--- config.mk ---
export PLATFORM = sky130hd
export DESIGN_NAME = sorted_priority_queue_flat
export DESIGN_NICKNAME = d
export VERILOG_FILES = /design/src/rtl/spq_pkg.sv /design/src/rtl/spq_if.sv /design/src/rtl/sorted_priority_queue.sv /design/src/rtl/spq_cell.sv /design/src/flat_wrapper.sv
export SDC_FILE = /design/constraint.sdc
export NUM_CORES = 2
export LEC_CHECK = 0
export ABC_CLOCK_PERIOD_IN_PS = 8500
export BUFFER_PORTS_ARGS = -buffer_cell sky130_fd_sc_hd__clkbuf_2
export CORE_ASPECT_RATIO = 0.75
export CORE_MARGIN = 2
export CORE_UTILIZATION = 60
export CTS_CLUSTER_DIAMETER = 100
export DETAILED_ROUTE_END_ITERATION = 12
export PLACE_DENSITY = 0.84
export SLEW_MARGIN = 25
export SYNTH_ARGS = -nofsm -noshare
export SYNTH_HDL_FRONTEND = slang
export SYNTH_HIERARCHICAL = 1
export SYNTH_SLANG_ARGS = --single-unit
export TNS_END_PERCENT = 1
--- constraint.sdc ---
create_clock -name clock -period 8.5 [get_ports clock]
set_clock_uncertainty 0.1 [all_clocks]
set_input_delay 0.425 -clock clock [delete_from_list [all_inputs] [get_ports clock]]
set_output_delay 0.425 -clock clock [all_outputs]
set_load 0.02 [all_outputs]
--- src/rtl/spq_pkg.sv ---
// spq_pkg: shared types, constants and status codes for the sorted priority queue.
// No dependencies; used by the interfaces, the cell, the top level and the checker.
`default_nettype none

package spq_pkg;

   localparam int QUEUE_DEPTH = 16;
   localparam int VALUE_W     = 32;
   localparam int PRI_W       = 8;
   localparam int FILL_W      = 5;
   localparam int CNT_W       = $clog2(QUEUE_DEPTH + 1);

   // opcodes
   localparam logic OP_INSERT = 1'b0;
   localparam logic OP_REMOVE = 1'b1;

   // response status codes
   localparam logic [1:0] ST_OK    = 2'd0;
   localparam logic [1:0] ST_EMPTY = 2'd1;
   localparam logic [1:0] ST_FULL  = 2'd2;

   typedef struct packed {
      logic signed [VALUE_W-1:0] value;
      logic [PRI_W-1:0]          prio;
   } entry_type;

   // broadcast from the control to every cell
   typedef struct packed {
      logic      ins;
      logic      rem;
      entry_type item;
   } cell_ctrl_type;

endpackage

`default_nettype wire

--- src/rtl/spq_if.sv ---
// spq_req_if / spq_rsp_if: valid/ready channels carrying request and response words.
// Depends on spq_pkg for field widths.
`default_nettype none

interface spq_req_if;
   logic                               valid;
   logic                               ready;
   logic                               opcode;
   logic signed [spq_pkg::VALUE_W-1:0] item_value;
   logic [spq_pkg::PRI_W-1:0]          item_priority;

   modport source (output valid, output opcode, output item_value, output item_priority,
                   input ready);
   modport sink   (input valid, input opcode, input item_value, input item_priority,
                   output ready);
endinterface

interface spq_rsp_if;
   logic                               valid;
   logic                               ready;
   logic signed [spq_pkg::VALUE_W-1:0] out_value;
   logic [1:0]                         status;
   logic [spq_pkg::FILL_W-1:0]         fill_count;

   modport source (output valid, output out_value, output status, output fill_count,
                   input ready);
   modport sink   (input valid, input out_value, input status, input fill_count,
                   output ready);
endinterface

`default_nettype wire

--- src/rtl/sorted_priority_queue.sv ---
// sorted_priority_queue: bounded priority queue built as a chain of sorted cells.
// Depends on spq_pkg, spq_req_if / spq_rsp_if and spq_cell.
//
//   channel | dir | word fields                              | handshake
//   --------+-----+------------------------------------------+------------------
//   req_ch  | in  | opcode, item_value, item_priority        | valid/ready
//   rsp_ch  | out | out_value, status, fill_count            | valid/ready
//
// Cycles: one request word per cycle while req_ready is high; its response appears the cycle after accept.
// The chain updates every cell in the accept cycle: an insert is placed by comparing
// its priority in all cells at once, a remove shifts every cell one step to the head.
// Reset (synchronous) empties the queue via the count; cell contents are left as is.
// Stalls: req_ready drops while a response waits and rsp_ready is low, and during reset.
`default_nettype none

module sorted_priority_queue (
   input  wire logic  clock,
   input  wire logic  reset,
   spq_req_if.sink    req_ch,
   spq_rsp_if.source  rsp_ch
);

   localparam int DEPTH = spq_pkg::QUEUE_DEPTH;
   localparam int CW    = spq_pkg::CNT_W;

   spq_pkg::entry_type     entries [DEPTH];
   logic                   keeps   [DEPTH];
   spq_pkg::cell_ctrl_type ctrl;

   logic [CW-1:0]                      count_ff, count_in;
   logic                               rsp_valid_ff, rsp_valid_in;
   logic signed [spq_pkg::VALUE_W-1:0] rsp_value_ff, rsp_value_in;
   logic [1:0]                         rsp_status_ff, rsp_status_in;
   logic [spq_pkg::FILL_W-1:0]         rsp_fill_ff, rsp_fill_in;

   logic accept, is_insert, full, empty;

   // output register frees up whenever the sink takes it
   assign req_ch.ready = !reset && (!rsp_valid_ff || rsp_ch.ready);
   assign accept       = req_ch.valid && req_ch.ready;
   assign is_insert    = (req_ch.opcode == spq_pkg::OP_INSERT);
   assign full         = (count_ff == CW'(DEPTH));
   assign empty        = (count_ff == '0);

   // broadcast to the chain
   assign ctrl.ins        = accept && is_insert && !full;
   assign ctrl.rem        = accept && !is_insert && !empty;
   assign ctrl.item.value = req_ch.item_value;
   assign ctrl.item.prio  = req_ch.item_priority;

   // cell chain: cell 0 is the head
   for (genvar i = 0; i < DEPTH; i++) begin : g_cell
      logic               left_keep;
      spq_pkg::entry_type left_entry, right_entry;

      if (i == 0) begin : g_head
         assign left_keep  = 1'b1;
         assign left_entry = ctrl.item;
      end else begin : g_mid
         assign left_keep  = keeps[i-1];
         assign left_entry = entries[i-1];
      end

      if (i == DEPTH - 1) begin : g_tail
         assign right_entry = ctrl.item;   // slot leaves the occupied range anyway
      end else begin : g_body
         assign right_entry = entries[i+1];
      end

      spq_cell u_cell (
         .clock       (clock),
         .ctrl        (ctrl),
         .occupied    (CW'(i) < count_ff),
         .left_keep   (left_keep),
         .left_entry  (left_entry),
         .right_entry (right_entry),
         .entry_ff    (entries[i]),
         .keep        (keeps[i])
      );
   end

   always_comb begin
      count_in = count_ff;
      if (ctrl.ins) begin
         count_in = count_ff + CW'(1);
      end else if (ctrl.rem) begin
         count_in = count_ff - CW'(1);
      end
   end

   // response word
   always_comb begin
      rsp_valid_in  = rsp_valid_ff && !rsp_ch.ready;
      rsp_value_in  = rsp_value_ff;
      rsp_status_in = rsp_status_ff;
      rsp_fill_in   = rsp_fill_ff;
      if (accept) begin
         rsp_valid_in  = 1'b1;
         rsp_value_in  = '0;
         rsp_status_in = spq_pkg::ST_OK;
         rsp_fill_in   = spq_pkg::FILL_W'(count_in);
         if (is_insert && full) begin
            rsp_status_in = spq_pkg::ST_FULL;
         end else if (!is_insert && empty) begin
            rsp_status_in = spq_pkg::ST_EMPTY;
         end else if (!is_insert) begin
            rsp_value_in  = entries[0].value;
         end
      end
   end

   always_ff @(posedge clock) begin
      if (reset) begin
         count_ff     <= '0;
         rsp_valid_ff <= 1'b0;
      end else begin
         count_ff     <= count_in;
         rsp_valid_ff <= rsp_valid_in;
      end
      rsp_value_ff  <= rsp_value_in;
      rsp_status_ff <= rsp_status_in;
      rsp_fill_ff   <= rsp_fill_in;
   end

   assign rsp_ch.valid      = rsp_valid_ff;
   assign rsp_ch.out_value  = rsp_value_ff;
   assign rsp_ch.status     = rsp_status_ff;
   assign rsp_ch.fill_count = rsp_fill_ff;

endmodule

`default_nettype wire

--- src/rtl/spq_cell.sv ---
// spq_cell: one slot of the sorted chain; holds an entry and trades with its neighbors.
// Depends on spq_pkg.
`default_nettype none

module spq_cell (
   input  wire logic                   clock,
   input  wire spq_pkg::cell_ctrl_type ctrl,
   input  wire logic                   occupied,
   input  wire logic                   left_keep,
   input  wire spq_pkg::entry_type     left_entry,
   input  wire spq_pkg::entry_type     right_entry,
   output spq_pkg::entry_type          entry_ff,
   output logic                        keep
);

   spq_pkg::entry_type entry_in;

   // entry stays in place on insert if it ranks at or above the new one
   assign keep = occupied && (entry_ff.prio >= ctrl.item.prio);

   always_comb begin
      entry_in = entry_ff;
      if (ctrl.rem) begin
         entry_in = right_entry;
      end else if (ctrl.ins && !keep) begin
         entry_in = left_keep ? ctrl.item : left_entry;
      end
   end

   always_ff @(posedge clock) begin
      entry_ff <= entry_in;
   end

endmodule

`default_nettype wire

--- src/flat_wrapper.sv ---
// flat-port wrapper written by rule: the top's interface ports become plain ports
module sorted_priority_queue_flat 
  (clock, reset, req_ch_valid, req_ch_opcode, req_ch_item_value, req_ch_item_priority, req_ch_ready, rsp_ch_valid, rsp_ch_out_value, rsp_ch_status, rsp_ch_fill_count, rsp_ch_ready);
  spq_req_if req_ch_i ();
  spq_rsp_if rsp_ch_i ();
  input  wire logic clock;
  input  wire logic reset;
  input wire logic [$bits(req_ch_i.valid)-1:0] req_ch_valid;
  input wire logic [$bits(req_ch_i.opcode)-1:0] req_ch_opcode;
  input wire logic [$bits(req_ch_i.item_value)-1:0] req_ch_item_value;
  input wire logic [$bits(req_ch_i.item_priority)-1:0] req_ch_item_priority;
  output wire logic [$bits(req_ch_i.ready)-1:0] req_ch_ready;
  output wire logic [$bits(rsp_ch_i.valid)-1:0] rsp_ch_valid;
  output wire logic [$bits(rsp_ch_i.out_value)-1:0] rsp_ch_out_value;
  output wire logic [$bits(rsp_ch_i.status)-1:0] rsp_ch_status;
  output wire logic [$bits(rsp_ch_i.fill_count)-1:0] rsp_ch_fill_count;
  input wire logic [$bits(rsp_ch_i.ready)-1:0] rsp_ch_ready;
  assign req_ch_i.valid = req_ch_valid;
  assign req_ch_i.opcode = req_ch_opcode;
  assign req_ch_i.item_value = req_ch_item_value;
  assign req_ch_i.item_priority = req_ch_item_priority;
  assign req_ch_ready = req_ch_i.ready;
  assign rsp_ch_valid = rsp_ch_i.valid;
  assign rsp_ch_out_value = rsp_ch_i.out_value;
  assign rsp_ch_status = rsp_ch_i.status;
  assign rsp_ch_fill_count = rsp_ch_i.fill_count;
  assign rsp_ch_i.ready = rsp_ch_ready;
  sorted_priority_queue u_core (.clock(clock), .reset(reset), .req_ch(req_ch_i), .rsp_ch(rsp_ch_i));
endmodule
Word-level counts from Yosys, hierarchy flattened:

Cells that the tools add are included.

* bits of input ports: 45
* word-level logic and storage cells: 205
* register bits: 685
* output and inout bits: 41

* equality and inequality tests: 1
* bitwise operators: 1
* multiplexer cells: 51
* reductions and logical operators: 81
* order comparisons: 32
* add/subtract/negate cells: 2

Operators with widths (number)
* $mux 40: 47
* $ge 8x8->1: 16
* $logic_and 1x1->1: 41
* $lt 4x5->1 const A: 8
* $reduce_bool 2->1: 16
* $logic_not 1->1: 21
* $lt 3x5->1 const A: 4
* $lt 1x5->1 const A: 2
* $lt 2x5->1 const A: 2
* $mux 5: 2
* $add 5x1->5 const B: 1
* $eq 5x5->1 const B: 1
* $logic_not 5->1: 1
* $sub 5x1->5 const B: 1
* $reduce_or 3->1: 1
* $mux 1: 2
* $logic_or 1x1->1: 1
* $not 1->1: 1

Logic depth before layout (Yosys ltp):

* word-level depth: 9
* mapped depth: 11
* depth with buffers taken out: 8

Modules after synthesis:

Netlist, hierarchy kept.

Modules (own cells, without submodules)
* spq_cell (u_core.g_cell[0].u_cell ...): sequential area each 1201.2 um^2, area each 2279.7 um^2, cells an instance 204, instances 9
* spq_cell (u_core.g_cell[3].u_cell ...): sequential area each 1201.2 um^2, area each 2278.4 um^2, cells an instance 204, instances 7
* sorted_priority_queue: sequential area each 1291.2 um^2, area each 2033.2 um^2, cells an instance 166, instances 1

Worst setup path before layout:

No wires, ideal clock.

* path kind: register -> register
* start: reg u_core.count_ff[1]
* end: reg u_core/g_cell[0].u_cell/entry_ff[0] in the netlist's numbering, enable pin
* path buffers: 1
* arrival: 5367 ps
* setup time: 462 ps
* slack: 2571 ps
* cell stages (with the launch flop): 8
* cells stage by stage: dfxtp_1 > clkbuf_1 > inv_1 > ha_1 > and4bb_1 > nor3_1 > inv_1 > o41ai_2

RTL lines
* from (decl): line sorted_priority_queue.sv:30 `logic [CW-1:0] count_ff, count_in;`
* from (signal assigned): line sorted_priority_queue.sv:117 `count_ff <= count_in;`
* to (signal assigned): line spq_cell.sv:31 `entry_ff <= entry_in;`
* to (decl): line spq_cell.sv:12 `output spq_pkg::entry_type entry_ff,`

==> results.ini <==
[setup_path]
cp.depth=10
end_kind=flip-flop
path_buf_inv=7
start_kind=input pin
r2r_slack_ns=3.79
criticalPathCategory=input pin to flip-flop
slowest_stage=inv_2
r2r_cells=10
path_max_fanout=166
crit_start=reset
cp_cell_sequence=dlygate4sd3_1 -> clkbuf_2 -> inv_1 -> nand3_1 -> inv_2 -> and2_4 -> buf_4 -> buf_12 -> buf_16 -> o21ai_1
slowest_delay_ns=0.77
cp_top_family=buffers and inverters
r2r_start=u_core/count_ff[0]
endpoint=u_core/g_cell[5].u_cell/entry_ff[16]
r2r-end=u_core/g_cell[5].u_cell/entry_ff[16]
arrival_ns=4.99
critPathRequiredTime_ns=8.74

[floorplan]
die_y_um=223
fp-row-count=80
core_sq_mm=0.0636
start_util_pct=60.6
chipWidth_um=296
dieArea_sq_mm=0.0662
io_pins=86

[clock_tree]
cts_htree_levels=3
clkLatencyLatePin_ns=0.62
post-cts-setup-buffer-count=0
cts_tree=yes
clockBufferDepth=3
cts-root-buf=clkbuf_16
cts_made_buffers=69
clkTransAtPathRegs_ns=0.06
cts_sinks=685

[global_route]
gr-usage-all-layers_pct=27.8
antenna_found_initial=4
grt_pass1_vias=25500
grt_max_degree=291
grt_pass1_wl_um=144000
grt.overflow.total=0

[sta]
max_freq_mhz=211
hold_viol=0
tightest_slew_ns=0.987
rsz0062_at_grt=no
setup_viol=0
holdWs_ns=0.178
setup_tns_ns=0
setup_ws_ns=3.75
max_slew_margin_pct=34.2
slew_violations=0
finalCritPeriodShare_pct=55.9
finalCriticalPeriod_ns=4.75

[final_layout]
final_util_pct=65.0
drive_gt1_share_pct=9.12
fillers=4651
syn_to_final_growth_pct=7.31
nets=3585

[power_and_ir_drop]
max-vdd-ir-drop_mv=0.150
p_leak_nw=13.2
power_mw=8.86
p_per_area_mw_per_mm2=215

[yosys]
yosys_warnings=6
synth.net_count=3606
syn_area_per_cell_sq_um=11.2
postSynthCellCount=3429
syn-cell-area_sq_mm=0.0385

[routing]
routed_via_density=6.14
drt_iter0_drc=3649
drt-total-wl_um=92600
first_pass_iters=6
antenna_left=0
vias=26500
drc=0
wl_per_cell_um=21.4

[placed_design]
gp_congestion=0.806
place_ws_ns=3.74
dp_hpwl_um=57000
port_buffers=85

[run_status]
status=finished, final reports clean

[min_path]
min_from=req_ch_opcode
hp-class=input pin to flip-flop

[run]
cap_viol_max_count=0

routing by layer:
layer	GRT usage [%]	part of all wire (%)
met5	0	0.042
met4	8.24	2.7
met3	6.35	10
met2	40.6	43
met1	41.3	44
layout make-up:
class                   instances  area (sq um)  area share, %
flip-flops and latches        685         20500           49.7
multi-input cells            2328         16000           38.7
clock buffers                  84          1800           4.37
well taps                     861          1080           2.61
repair buffers                141           925           2.24
inverters                     183           687           1.66
clock inverters                34           312          0.754
diodes                          1          2.50        0.00606
worst min path at each step:
stage | endpoint | slack [ns] | cells after the start
2_1_floorplan | u_core/count_ff[0] | 0.39 | 1
3_3_place_gp | u_core/g_cell[14].u_cell/entry_ff[25] | 0.41 | 2
3_5_place_dp | u_core/g_cell[14].u_cell/entry_ff[15] | 0.42 | 2
4_1_cts | u_core/rsp_ch.status[1] | 0.15 | 2
5_1_grt | u_core/rsp_ch.status[1] | 0.18 | 2
6_report | u_core/rsp_ch.status[1] | 0.18 | 2
state kept, by name (all words and copies together), names as in the netlist:
register / cells
u_core/rsp_ch.status: 2
u_core/count_ff: 5
u_core/g_cell.u_cell/entry_ff: 640
u_core/rsp_ch.fill_count: 5
u_core/rsp_ch.out_value: 32
u_core/rsp_ch.valid: 1
per-stage QoR:
| stage | cells | cell area, sq um |
|---|---|---|
| floorplan | 3429 | 38500 |
| global placement | 4195 | 39100 |
| detailed placement | 4195 | 39100 |
| CTS | 4315 | 41300 |
| global route | 4316 | 41300 |
| finish | 4317 | 41300 |
repair_timing:
item	CTS	global route
gates resized for setup	0	0
hold endpoints to repair	2	0
hold buffers	2	0
cells in the final DEF (no fill, tap or decap), types with 2 or more instances in the layout:
cell,n
dfxtp_1,6
nand2b_1,4
clkbuf_16,70
inv_1,182
nand2_1,656
nor2_1,40
o211ai_1,16
dlygate4sd3_1,2
o31a_2,15
clkinv_2,11
clkbuf_1,14
and2_1,32
bufinv_16,5
a21oi_1,17
clkinv_1,14
o21ai_1,641
nor2b_1,3
o21ai_0,19
ha_1,132
buf_12,4
nand4_1,16
o21bai_1,5
edfxtp_1,679
o22ai_1,2
o41ai_4,16
inv_6,2
xnor2_1,3
buf_4,48
mux2i_1,644
nand3_1,2
o32ai_1,3
a211oi_2,48
clkbuf_2,85
worst register-to-register path, delay by kind of cell, from the launching register on:
family          cells  cell delay, ns
buf+inv             5            2.35
simple gates        3            0.96
flops               1            0.56
fa+ha+maj           1            0.27
compound gates      1            0.21
power by group:
part	total, mW	leakage [nW]	switching [mW]	internal, mW
clock	2.96	1.04	1.30	1.66
sequential	4.43	6.36	0.202	4.22
combinational	1.48	5.78	0.953	0.522
(Power assumes the default switching activity.)
